`src/rtl/hla_pkg.sv`:
```
// Shared types, codes and character constants for the header line assembler.
// No dependencies; every other file imports this package.
`default_nettype none

package hla_pkg;

  // Default size of the trailing-whitespace hold buffer.
  localparam int SPACE_DEPTH_DEFAULT = 16;

  // Depth of the operation queue between the front and back parts.
  localparam int OPQ_DEPTH = 4;

  // Input command codes. Code 3 is handled as a read error.
  localparam logic [1:0] CMD_DATA = 2'd0;
  localparam logic [1:0] CMD_EOF  = 2'd1;
  localparam logic [1:0] CMD_ERR  = 2'd2;

  // Result kind codes.
  localparam logic [1:0] KIND_BYTE = 2'd0;
  localparam logic [1:0] KIND_DONE = 2'd1;
  localparam logic [1:0] KIND_EOF  = 2'd2;
  localparam logic [1:0] KIND_ERR  = 2'd3;

  // Characters of interest.
  localparam logic [7:0] CH_HT = 8'h09;
  localparam logic [7:0] CH_LF = 8'h0A;
  localparam logic [7:0] CH_VT = 8'h0B;
  localparam logic [7:0] CH_FF = 8'h0C;
  localparam logic [7:0] CH_CR = 8'h0D;
  localparam logic [7:0] CH_SP = 8'h20;

  // Operations handed from the front part to the back part.
  typedef enum logic [2:0] {
    OP_PUSH1 = 3'd0,  // hold one whitespace byte
    OP_PUSH2 = 3'd1,  // hold a folded LF, then one whitespace byte
    OP_FLUSH = 3'd2,  // release held whitespace, then emit the byte
    OP_DONE  = 3'd3,  // drop held whitespace, report header complete
    OP_EOF   = 3'd4,  // drop held whitespace, report end of stream
    OP_ERR   = 3'd5   // drop held whitespace, report read error
  } op_code_t;

  typedef struct packed {
    logic [1:0] command;
    logic [7:0] byte_value;
  } item_t;

  typedef struct packed {
    logic [1:0] kind;
    logic [7:0] out_byte;
    logic       last;
    logic       overflow;
  } result_t;

  typedef struct packed {
    logic     pre_done;  // complete the previous header before the operation
    op_code_t code;
    logic [7:0] data;
  } op_t;

  function automatic logic is_space(input logic [7:0] b);
    return (b == CH_SP) || (b == CH_HT) || (b == CH_LF) || (b == CH_CR) ||
           (b == CH_VT) || (b == CH_FF);
  endfunction

endpackage

`default_nettype wire

```
`src/rtl/hla_front.sv`:
```
// Front part: accepts input items, tracks line state and folding, and turns
// each item into at most one queued operation. Depends on hla_pkg.
`default_nettype none

module hla_front
  import hla_pkg::*;
(
  input  wire logic  clk,
  input  wire logic  rst,
  input  wire logic  no_continuations,
  input  wire logic  push,
  input  wire item_t item,
  input  wire logic  opq_full,
  output logic       full,
  output logic       op_valid,
  output op_t        op
);

  localparam logic [1:0] LC_NONE = 2'd0;
  localparam logic [1:0] LC_ONE  = 2'd1;
  localparam logic [1:0] LC_MANY = 2'd2;

  logic [1:0] length_class;
  logic [1:0] length_class_next;
  logic       first_was_cr;
  logic       first_was_cr_next;
  logic       newline_pending;
  logic       newline_pending_next;
  logic       accept;
  logic [1:0] tb_lc;
  logic       tb_fcr;
  logic       need_op;

  function automatic logic [1:0] lc_step(input logic [1:0] lc);
    return (lc == LC_MANY) ? LC_MANY : lc + 2'd1;
  endfunction

  assign full   = opq_full;
  assign accept = push && !opq_full;

  always_comb begin
    length_class_next    = length_class;
    first_was_cr_next    = first_was_cr;
    newline_pending_next = newline_pending;
    need_op              = 1'b0;
    op.pre_done          = 1'b0;
    op.code              = OP_FLUSH;
    op.data              = item.byte_value;
    tb_lc                = length_class;
    tb_fcr               = first_was_cr;

    if (item.command != CMD_DATA) begin
      length_class_next    = LC_NONE;
      first_was_cr_next    = 1'b0;
      newline_pending_next = 1'b0;
      need_op              = 1'b1;
      op.code              = (item.command == CMD_EOF) ? OP_EOF : OP_ERR;
    end else if (newline_pending &&
                 (item.byte_value == CH_SP || item.byte_value == CH_HT)) begin
      // Folded line: the LF and this blank both stay in the header.
      newline_pending_next = 1'b0;
      length_class_next    = lc_step(length_class);
      need_op              = 1'b1;
      op.code              = OP_PUSH2;
    end else begin
      newline_pending_next = 1'b0;
      if (newline_pending) begin
        // The pending LF ends the header; this byte starts a fresh one.
        op.pre_done = 1'b1;
        tb_lc       = LC_NONE;
        tb_fcr      = 1'b0;
      end
      if (item.byte_value == CH_LF) begin
        if (no_continuations || tb_lc == LC_NONE || (tb_lc == LC_ONE && tb_fcr)) begin
          need_op           = 1'b1;
          op.code           = OP_DONE;
          length_class_next = LC_NONE;
          first_was_cr_next = 1'b0;
        end else begin
          length_class_next    = lc_step(tb_lc);
          first_was_cr_next    = tb_fcr;
          newline_pending_next = 1'b1;
        end
      end else begin
        first_was_cr_next = tb_fcr || (tb_lc == LC_NONE && item.byte_value == CH_CR);
        length_class_next = lc_step(tb_lc);
        need_op           = 1'b1;
        op.code           = is_space(item.byte_value) ? OP_PUSH1 : OP_FLUSH;
      end
    end
  end

  assign op_valid = accept && need_op;

  always_ff @(posedge clk) begin
    if (rst) begin
      length_class    <= LC_NONE;
      first_was_cr    <= 1'b0;
      newline_pending <= 1'b0;
    end else if (accept) begin
      length_class    <= length_class_next;
      first_was_cr    <= first_was_cr_next;
      newline_pending <= newline_pending_next;
    end
  end

endmodule

`default_nettype wire

```
`src/rtl/hla_opq.sv`:
```
// Short operation queue that decouples the front part from the back part.
// Depends on hla_pkg for op_t and OPQ_DEPTH.
`default_nettype none

module hla_opq
  import hla_pkg::*;
(
  input  wire logic clk,
  input  wire logic rst,
  input  wire logic wr_valid,
  input  wire op_t  wr_op,
  output logic      full,
  input  wire logic rd_pop,
  output logic      empty,
  output op_t       rd_op
);

  localparam int PW = $clog2(OPQ_DEPTH);
  localparam int CW = $clog2(OPQ_DEPTH + 1);

  op_t           slots [OPQ_DEPTH];
  logic [PW-1:0] wr_ptr;
  logic [PW-1:0] rd_ptr;
  logic [CW-1:0] count;

  function automatic logic [PW-1:0] ptr_inc(input logic [PW-1:0] p);
    return (p == PW'(OPQ_DEPTH - 1)) ? '0 : p + 1'b1;
  endfunction

  assign full  = (count == CW'(OPQ_DEPTH));
  assign empty = (count == '0);
  assign rd_op = slots[rd_ptr];

  always_ff @(posedge clk) begin
    if (rst) begin
      wr_ptr <= '0;
      rd_ptr <= '0;
      count  <= '0;
    end else begin
      if (wr_valid) begin
        wr_ptr <= ptr_inc(wr_ptr);
      end
      if (rd_pop) begin
        rd_ptr <= ptr_inc(rd_ptr);
      end
      if (wr_valid && !rd_pop) begin
        count <= count + 1'b1;
      end else if (!wr_valid && rd_pop) begin
        count <= count - 1'b1;
      end
    end
  end

  always_ff @(posedge clk) begin
    if (wr_valid) begin
      slots[wr_ptr] <= wr_op;
    end
  end

endmodule

`default_nettype wire

```
`src/rtl/hla_back.sv`:
```
// Back part: carries out queued operations against the whitespace ring
// buffer and drives the result register. Depends on hla_pkg.
`default_nettype none

module hla_back
  import hla_pkg::*;
#(
  parameter int SPACE_DEPTH = SPACE_DEPTH_DEFAULT
) (
  input  wire logic clk,
  input  wire logic rst,
  input  wire logic opq_empty,
  input  wire op_t  op_in,
  output logic      op_pop,
  output logic      empty,
  input  wire logic pop,
  output result_t   result
);

  localparam int AW = $clog2(SPACE_DEPTH);
  localparam int CW = $clog2(SPACE_DEPTH + 1);

  typedef enum logic [1:0] {
    S_IDLE   = 2'b01,
    S_DECIDE = 2'b10
  } state_t;

  state_t        state;
  state_t        state_next;
  logic [7:0]    space_mem [SPACE_DEPTH];
  logic [7:0]    rd_q;
  logic [AW-1:0] head;
  logic [AW-1:0] head_next;
  logic [AW-1:0] head_inc;
  logic [CW-1:0] space_count;
  logic [CW-1:0] space_count_next;
  logic [CW:0]   tail_sum;
  logic [AW-1:0] tail;
  logic          buf_full;
  op_t           cur;
  op_t           cur_next;
  logic          wr_en;
  logic [7:0]    wr_data;
  logic          emit;
  result_t       emit_res;
  logic          res_valid;
  result_t       res_q;
  logic          slot_free;

  assign head_inc  = (head == AW'(SPACE_DEPTH - 1)) ? '0 : head + 1'b1;
  assign tail_sum  = (CW+1)'(head) + (CW+1)'(space_count);
  assign tail      = (tail_sum >= (CW+1)'(SPACE_DEPTH)) ?
                     AW'(tail_sum - (CW+1)'(SPACE_DEPTH)) : AW'(tail_sum);
  assign buf_full  = (space_count == CW'(SPACE_DEPTH));
  assign slot_free = !res_valid || pop;

  always_comb begin
    state_next       = state;
    head_next        = head;
    space_count_next = space_count;
    cur_next         = cur;
    wr_en            = 1'b0;
    wr_data          = cur.data;
    emit             = 1'b0;
    emit_res.kind    = KIND_BYTE;
    emit_res.out_byte = 8'h00;
    emit_res.last    = 1'b0;
    emit_res.overflow = 1'b0;
    op_pop           = 1'b0;

    unique case (state)
      S_IDLE: begin
        if (!opq_empty) begin
          op_pop     = 1'b1;
          cur_next   = op_in;
          state_next = S_DECIDE;
        end
      end
      S_DECIDE: begin
        if (cur.pre_done) begin
          if (slot_free) begin
            emit              = 1'b1;
            emit_res.kind     = KIND_DONE;
            emit_res.last     = (cur.code == OP_PUSH1);
            space_count_next  = '0;
            cur_next.pre_done = 1'b0;
          end
        end else begin
          unique case (cur.code)
            OP_PUSH1: begin
              if (!buf_full) begin
                wr_en            = 1'b1;
                space_count_next = space_count + 1'b1;
                state_next       = S_IDLE;
              end else if (slot_free) begin
                emit              = 1'b1;
                emit_res.out_byte = rd_q;
                emit_res.last     = 1'b1;
                emit_res.overflow = 1'b1;
                wr_en             = 1'b1;
                head_next         = head_inc;
                state_next        = S_IDLE;
              end
            end
            OP_PUSH2: begin
              if (!buf_full) begin
                wr_en            = 1'b1;
                wr_data          = CH_LF;
                space_count_next = space_count + 1'b1;
                cur_next.code    = OP_PUSH1;
              end else if (slot_free) begin
                emit              = 1'b1;
                emit_res.out_byte = rd_q;
                emit_res.overflow = 1'b1;
                wr_en             = 1'b1;
                wr_data           = CH_LF;
                head_next         = head_inc;
                cur_next.code     = OP_PUSH1;
              end
            end
            OP_FLUSH: begin
              if (slot_free) begin
                emit = 1'b1;
                if (space_count != '0) begin
                  emit_res.out_byte = rd_q;
                  head_next         = head_inc;
                  space_count_next  = space_count - 1'b1;
                end else begin
                  emit_res.out_byte = cur.data;
                  emit_res.last     = 1'b1;
                  state_next        = S_IDLE;
                end
              end
            end
            OP_DONE, OP_EOF, OP_ERR: begin
              if (slot_free) begin
                emit             = 1'b1;
                emit_res.kind    = (cur.code == OP_DONE) ? KIND_DONE :
                                   (cur.code == OP_EOF)  ? KIND_EOF : KIND_ERR;
                emit_res.last    = 1'b1;
                space_count_next = '0;
                state_next       = S_IDLE;
              end
            end
            default: begin
              state_next = S_IDLE;
            end
          endcase
        end
      end
      default: begin
        state_next = S_IDLE;
      end
    endcase
  end

  // The oldest held byte is registered in rd_q ahead of its use.
  always_ff @(posedge clk) begin
    if (wr_en) begin
      space_mem[tail] <= wr_data;
    end
    rd_q <= space_mem[head_next];
  end

  always_ff @(posedge clk) begin
    if (rst) begin
      state       <= S_IDLE;
      head        <= '0;
      space_count <= '0;
      res_valid   <= 1'b0;
    end else begin
      state       <= state_next;
      head        <= head_next;
      space_count <= space_count_next;
      if (emit) begin
        res_valid <= 1'b1;
      end else if (pop) begin
        res_valid <= 1'b0;
      end
    end
  end

  always_ff @(posedge clk) begin
    cur <= cur_next;
    if (emit) begin
      res_q <= emit_res;
    end
  end

  assign empty  = !res_valid;
  assign result = res_q;

endmodule

`default_nettype wire

```
`src/rtl/header_line_assembler.sv`:
```
// Top level of the header line assembler: front part, operation queue and
// back part. Depends on hla_pkg, hla_front, hla_opq and hla_back.
//
// Usage: items enter through a queue-style port. An item transaction takes
// place at a rising edge with push high and full low; item carries a command
// (data byte, end of stream, read error) and the byte. Results leave through
// a second queue-style port: while empty is low, result holds the oldest
// waiting result, and a transaction takes place at an edge with pop high.
// The single configuration bit, no_continuations, is written through
// cfg_valid/cfg_ready/cfg_data; cfg_ready is always high. Write it only while
// the block is idle.
// With an idle back part, an item's operation is written into the queue at
// the item transaction; the back part fetches it in S_IDLE and executes it
// in S_DECIDE, which registers its first result. The back part works on one
// queued operation at a time and takes an extra execute step per extra
// result, such as each held whitespace byte released by a flush or a header
// completed ahead of the item's own work. A folded line takes an extra step
// to hold its LF. Items that only set a pending newline queue no operation.
// Reset (synchronous, rst high) empties the queue and the whitespace buffer,
// clears the line state and sets no_continuations to 0.
// When the receiver stalls, the back part holds its operation, the four-entry
// operation queue fills and full rises until results are taken again.
`default_nettype none

module header_line_assembler
  import hla_pkg::*;
#(
  parameter int SPACE_DEPTH = SPACE_DEPTH_DEFAULT
) (
  input  wire logic  clk,
  input  wire logic  rst,
  input  wire logic  push,
  output logic       full,
  input  wire item_t item,
  output logic       empty,
  input  wire logic  pop,
  output result_t    result,
  input  wire logic  cfg_valid,
  output logic       cfg_ready,
  input  wire logic  cfg_data
);

  logic no_continuations;
  logic op_valid;
  op_t  op_front;
  op_t  op_back;
  logic opq_full;
  logic opq_empty;
  logic op_pop;

  // Configuration is always accepted; it only matters between items.
  assign cfg_ready = 1'b1;

  always_ff @(posedge clk) begin
    if (rst) begin
      no_continuations <= 1'b0;
    end else if (cfg_valid && cfg_ready) begin
      no_continuations <= cfg_data;
    end
  end

  // The front part classifies each item against the line state and queues
  // at most one operation for it.
  hla_front u_front (
    .clk              (clk),
    .rst              (rst),
    .no_continuations (no_continuations),
    .push             (push),
    .item             (item),
    .opq_full         (opq_full),
    .full             (full),
    .op_valid         (op_valid),
    .op               (op_front)
  );

  hla_opq u_opq (
    .clk      (clk),
    .rst      (rst),
    .wr_valid (op_valid),
    .wr_op    (op_front),
    .full     (opq_full),
    .rd_pop   (op_pop),
    .empty    (opq_empty),
    .rd_op    (op_back)
  );

  // The back part owns the whitespace buffer and produces every result.
  hla_back #(
    .SPACE_DEPTH (SPACE_DEPTH)
  ) u_back (
    .clk       (clk),
    .rst       (rst),
    .opq_empty (opq_empty),
    .op_in     (op_back),
    .op_pop    (op_pop),
    .empty     (empty),
    .pop       (pop),
    .result    (result)
  );

`ifndef ASSERT_OFF
  // The back part never takes an operation from an empty queue.
  a_pop_nonempty : assert property (@(posedge clk) disable iff (rst)
    op_pop |-> !opq_empty)
    else $error("operation taken from an empty queue");

  // The front part never queues an operation while the queue is full.
  a_no_overfill : assert property (@(posedge clk) disable iff (rst)
    opq_full |-> !op_valid)
    else $error("operation queued while the queue is full");

  // An accepted end-of-stream or error item always leaves an operation queued.
  a_abort_queued : assert property (@(posedge clk) disable iff (rst)
    (push && !full && item.command != CMD_DATA) |=> !opq_empty)
    else $error("end or error transaction produced no operation");
`endif

endmodule

`default_nettype wire
```
`config.mk`:
```
export PLATFORM = sky130hd
export DESIGN_NAME = header_line_assembler
export DESIGN_NICKNAME = d
export VERILOG_FILES = /design/src/rtl/hla_pkg.sv /design/src/rtl/hla_front.sv /design/src/rtl/hla_opq.sv /design/src/rtl/hla_back.sv /design/src/rtl/header_line_assembler.sv
export SDC_FILE = /design/constraint.sdc
export NUM_CORES = 1
export LEC_CHECK = 0
export BUFFER_PORTS_ARGS = -buffer_cell sky130_fd_sc_hd__buf_2
export CELL_PAD_IN_SITES_DETAIL_PLACEMENT = 0
export CELL_PAD_IN_SITES_GLOBAL_PLACEMENT = 2
export CORE_AREA = 2 2 169 213
export CTS_CLUSTER_DIAMETER = 200
export CTS_CLUSTER_SIZE = 8
export DETAILED_ROUTE_END_ITERATION = 10
export DIE_AREA = 0 0 171 215
export PLACE_DENSITY_LB_ADDON = 0.12
export SYNTH_ARGS = -nofsm -noshare
export SYNTH_HDL_FRONTEND = slang
export SYNTH_HIERARCHICAL = 1
export SYNTH_SLANG_ARGS = --single-unit
export TNS_END_PERCENT = 5
```
`constraint.sdc`:
```
create_clock -name clk -period 4.23 [get_ports clk]
set_clock_uncertainty 0.15 [all_clocks]
set_input_delay 0 -clock clk [delete_from_list [all_inputs] [get_ports clk]]
set_output_delay 0 -clock clk [all_outputs]
set_load 0.01 [all_outputs]
```
==> results of run 1 <==
## through the flow
stage	utilization, %	std cells
2_1_floorplan	-	708
3_3_place_gp	31.20	1183
3_5_place_dp	31.20	1183
4_1_cts	34.60	1262
5_1_grt	34.60	1262
6_report	34.60	1262
## path summary, 6_finish.rpt
check                  startpoint                end  slack, ps  depth (start not counted)
hold reg to reg   u_back/state[1]    u_back/state[1]        340                          2
setup reg to reg    u_back/cur[9]     u_back/rd_q[0]        510                          8
setup / recovery    u_back/cur[9]     u_back/rd_q[0]        510                          8
hold / removal            item[4]  u_opq/slots[1][4]        130                          2
## final cells by class
type / count / share of cell area [%]
Clock inverter: 3 / 0.3422
Inverter: 19 / 0.5910
Timing Repair Buffer: 57 / 3.422
Tap cell: 474 / 4.915
Multi-Input combinational cell: 417 / 27.34
Clock buffer: 58 / 7.974
Sequential cell: 234 / 55.41
## worst register-to-register path, cell delays in order, from the launching register on
cell and delay [ps]:
edfxtp_1 660, nor3b_4 460, a21oi_1 100, or4_4 720
and2_2 520, buf_12 320, mux2i_1 160, a221o_1 390
a2bb2oi_1 170
## synth_stat cells, drive strengths merged (6+ instances only)
cell	number	area share (%)
inv	19	0.69
a22o	6	0.51
and2	16	0.97
a2bb2oi	8	0.68
nand2	28	1.0
xor2	7	0.60
clkbuf	12	0.44
ha	19	2.3
and3	19	1.2
dfxtp	34	6.6
edfxtp	200	58
a21oi	21	1.0
mux2i	63	6.2
a21boi	18	1.3
o21ai	12	0.62
nor2	56	2.1
mux4	12	2.7
nor3	10	0.49
a221o	16	1.6
buf	26	1.8
nor2b	8	0.49
nand3	7	0.34
o31ai	16	1.2
## cell families (layout without fill, tap and decap cells)
family | after synthesis | in the layout | share of synthesized area, %
xor gates and xnor gates | 12 | 12 | 1.021
adders and majority gates | 22 | 22 | 2.894
buffers and inverters | 57 | 137 | 2.979
DFF | 234 | 234 | 64.97
other | 1 | 1 | 0.03644
AOI/OAI and AO/OA | 131 | 131 | 10.10
and+or+nand+nor | 174 | 174 | 8.912
muxes | 77 | 77 | 9.082
## registers in the layout (all words and copies together) (netlist names), 3 cells and up, named ones only
register            flops
u_back/cur             12
u_opq/slots            48
u_back/rd_q             8
u_opq/count             3
u_back/result          12
u_back/space_count      5
u_back/space_mem      128
u_back/head             4
## power breakdown
part	leakage, uW	switching (uW)	internal (uW)	total (uW)
Clock	0.000476	981	1550	2530
Sequential	0.00209	181	2900	3080
Combinational	0.00188	624	371	995
Total	0.00444	1790	4820	6610
## layer usage
layer / wire length (um) / vias to the layer above / global-route usage [%]
met5: 0 / - / 0
met1: 9835 / 3022 / 15.48
met3: 819 / 40 / 2.873
li1: - / 2833 / -
met4: 806 / 0 / 5.593
met2: 13920 / 85 / 26.38
==> impl_metrics.toml, run 1 <==
[clock_tree]
clkTransAtPathRegs_ps = 50
cts_resized = 0
holdBufCountCts = 18
cts_buffer_depth = 3
ctsRootBufferMaster = "clkbuf_16"
clk_latency_ps = 510
cts_max_level = 2
cts_tree = "yes"
cts_sinks = 234
numCtsBuffers = 35
cts_setup_buffers = 0

[setup_path]
arrival_ps = 4010
path_class = "register to register"
critPathBufInv = 1
cp-start-kind = "register"
cp.required_ps = 4520
cp_max_fo = 33
cpLargestDelayFamily = "simple AND/OR/NAND/NOR gates"
cp_slowest_stage_delay_ps = 720
cp_cell_sequence = "nor3b_4 -> a21oi_1 -> or4_4 -> and2_2 -> buf_12 -> mux2i_1 -> a221o_1 -> a2bb2oi_1"
critPathCaptureType = "register"
critical-path-slowest-cell = "or4_4"

[logic_synthesis]
synth.distinct_cells = 65
yosysWarningCount = 6
synth_cells = 708
synthFlopType = "edfxtp_1"
syn_area_sq_um = 10290
synth_fp_nets = 746
ys_ff_latch = 234
postSynth.asyncResetShare_pct = 0
synth_edf_count = 200
synth-seq-area-share_pct = 64.97
avgSynthCellArea_sq_um = 14.54

[detailed_routing]
via_per_inst = 4.739
wl_per_cell_um = 20.11
dr.first_iter.drc_count = 296
ant_nets = 0
vias = 5980
remaining_drc_errors = 0
drt_pass1_iterations = 5
postRouteWirelength_um = 25380

[layout]
multi_input_area_sq_um = 3299
drive_above_1_share_pct = 13.45
area_growth_pct = 17.25
regArea_sq_um = 6686
layout_common_cells = "200 x edfxtp_1, 62 x mux2i_1, 55 x nor2_1, 35 x clkbuf_16, 34 x dfxtp_1"
postLayoutCellArea_sq_um = 12070
nets = 802
n_antenna_cell = 0
nFillCells = 3467
final_common_cell = "edfxtp_1"

[timing]
finalCritPeriodShare_pct = 87.85
worstMarginPinSlew_ps = 1025
rsz0062_at_grt = "false"
worst_slack_ps = 514.0
hold_slack_ps = 128.4
maxSlewHeadroom_pct = 31.40
finalSetupTns_ps = 0
clock.fmax_ghz = 0.2691
slew_violations = 0
timing.final.hold_violations = 0
fin_crit_ps = 3716
setup_violations = 0

[pwr]
powerDensity_nw_per_um2 = 547.6
ir_drop_mv = 0.3220
total_power_uw = 6607
leakagePower_uw = 0.004444

[placed_design]
port_buffers = 29
place_congestion = 0.7398
place_ws_ps = 522.2
hpwl_um = 17650
placed_area_sq_um = 10880

[floorplanning]
start_util_pct = 29.51
dieWidth_um = 171
rows = 77
io_pins = 31
die-area_sq_um = 36770
die_h_um = 215
core_sq_um = 34880

[grt]
grt_max_degree = 34
grt_antenna_before_repair = 0
grt_overflow = 0
grt_pass1_wl_um = 38550
grt_pass1_vias = 6426
track_usage_pct = 14.16

[run_status]
status = "complete, no violations"

[job]
cap_viol_max_count = 0

[worst_hold_path]
worstHoldPathType = "primary input to register"
Power figures use the tool's default switching activity.
==> run 2: changes to the inputs <==
--- a/config.mk
+++ b/config.mk
@@ -9,6 +9,7 @@
 export CELL_PAD_IN_SITES_DETAIL_PLACEMENT = 0
 export CELL_PAD_IN_SITES_GLOBAL_PLACEMENT = 2
 export CORE_AREA = 2 2 169 213
+export CTS_BUF_LIST = sky130_fd_sc_hd__clkbuf_8
 export CTS_CLUSTER_DIAMETER = 200
 export CTS_CLUSTER_SIZE = 8
 export DETAILED_ROUTE_END_ITERATION = 10
==> impl_metrics.toml, run 2 (synthesized netlist as in run 1, its figures left out) <==
[detailed_routing]
top_signal_layer_used = "met4"
postRouteWirelength_um = 25380
vias = 6026
dr.first_iter.drc_count = 271
wl_met3_um = 1013
remaining_drc_errors = 0
drt-met1-wl_um = 9629
drt_pass1_iterations = 4
via_per_inst = 4.775
wl_per_cell_um = 20.11
ant_nets = 0
wl_met2_um = 13950

[timing]
rsz0062_at_grt = "false"
timing.final.hold_violations = 0
fin_crit_ps = 3747
finalCritPeriodShare_pct = 88.59
setup_violations = 0
maxSlewHeadroom_pct = 30.17
worstMarginPinSlew_ps = 1044
clock.fmax_ghz = 0.2669
finalSetupTns_ps = 0
slew_violations = 0

[layout]
postLayoutCellArea_sq_um = 11660
nets = 802
area_growth_pct = 13.28
top_register = "u_back/space_mem"
layout_common_cells = "200 x edfxtp_1, 62 x mux2i_1, 55 x nor2_1, 42 x inv_1, 35 x clkbuf_8"
nFillCells = 3505
n_antenna_cell = 0
final_common_cell = "edfxtp_1"
drive_above_1_share_pct = 13.45
postLayoutCoreUtil_pct = 33.43
largest_reg_flops = 128
reg.largest.list = "u_back/space_mem x128, u_opq/slots x48"

[worst_hold_path]
worstHoldPathType = "primary input to register"
min_to = "u_opq/slots[1][4]"
hold_path_depth = 2
holdCritStartpoint = "item[4]"

[floorplanning]
rows = 77
core_sq_um = 34880
start_util_pct = 29.51
dieWidth_um = 171
die_h_um = 215
die-area_sq_um = 36770
io_pins = 31

[clock_tree]
cts_tree = "yes"
clkTransAtPathRegs_ps = 70
clk_latency_ps = 550
numCtsBuffers = 35
cts_buffer_depth = 3
cts_setup_buffers = 0
cts_sinks = 234
cts_max_level = 2
cts_resized = 0
holdBufCountCts = 18
ctsRootBufferMaster = "clkbuf_8"

[setup_path]
cp_cell_sequence = "nor3b_4 -> a21oi_1 -> or4_4 -> and2_2 -> buf_12 -> mux2i_1 -> a221o_1 -> a2bb2oi_1"
path_class = "register to register"
regToRegStartpoint = "u_back/cur[9]"
cp-start-kind = "register"
cp.required_ps = 4550
critPathCaptureType = "register"
cp_slowest_stage_delay_ps = 710
r2r_setup_slack_ps = 480
r2r-end = "u_back/rd_q[0]"
critical-path-slowest-cell = "or4_4"
arrival_ps = 4070
cp_max_fo = 33
reg2reg_depth = 8

[run_status]
status = "complete, no violations"

[placed_design]
hpwl_um = 17650
placed_area_sq_um = 10880
place_congestion = 0.7398
port_buffers = 29

[grt]
grt_antenna_before_repair = 0
grt_max_degree = 34
track_usage_pct = 14.15
grt_overflow = 0
grt_pass1_vias = 6437
grt_pass1_wl_um = 38490

[pwr]
ir_drop_mv = 0.2987
leakagePower_uw = 0.004355
powerDensity_nw_per_um2 = 489.4

[job]
cap_viol_max_count = 0
run 2: worst max path at each step:
stage / startpoint / end / slack, ps / cells past startpoint
finish: u_back/cur[9] / u_back/rd_q[0] / 480 / 8
global route: u_back/cur[9] / u_back/rd_q[0] / 340 / 8
CTS: u_back/cur[9] / u_back/rd_q[0] / 460 / 8
detailed placement: u_back/cur[9] / u_back/rd_q[0] / 520 / 8
global placement: u_back/cur[9] / u_back/rd_q[0] / 600 / 8
floorplan: u_front/newline_pending / u_opq/count[2] / 1290 / 13
run 2: worst max-delay path: cells and delay by family (launching register included):
family | cells | cell delay, ps
AOI/OAI and AO/OA | 3 | 660
DFF | 1 | 660
and+or+nand+nor | 3 | 1690
buffers and inverters | 1 | 300
muxes | 1 | 140
run 2: layout make-up:
| class | count | area [sq um] | share of cell area, % |
|---|---|---|---|
| Inverter | 19 | 71.32 | 0.6118 |
| Clock inverter | 26 | 112.6 | 0.9660 |
| Timing Repair Buffer | 57 | 412.9 | 3.542 |
| Multi-Input combinational cell | 417 | 3299 | 28.30 |
| Tap cell | 474 | 593.1 | 5.087 |
| Clock buffer | 35 | 481.7 | 4.132 |
| Sequential cell | 234 | 6686 | 57.36 |
run 2: per-layer routing:
layer	vias to the layer above	GRT usage, %
li1	2826	-
met5	-	0
met2	113	26.52
met3	47	2.615
met1	3040	15.54
met4	0	5.537
run 2: power breakdown:
part	internal (uW)	switching (uW)
combinational	371	622
sequential	2900	180
clock	776	857
run 2: metrics by stage:
| step | worst slack, ps | power, uW | cells | hold slack (ps) |
|---|---|---|---|---|
| 5_1_grt | 339.8 | 6042 | 1262 | 92.38 |
| 2_1_floorplan | 1293 | 3771 | 708 | -80.93 |
| 6_report | 482.7 | 5705 | 1262 | 99.48 |
| 3_3_place_gp | 595.9 | 4116 | 1183 | 89.56 |
| 3_5_place_dp | 522.2 | 4134 | 1183 | 94.59 |
| 4_1_cts | 458.7 | 5840 | 1262 | 75.25 |
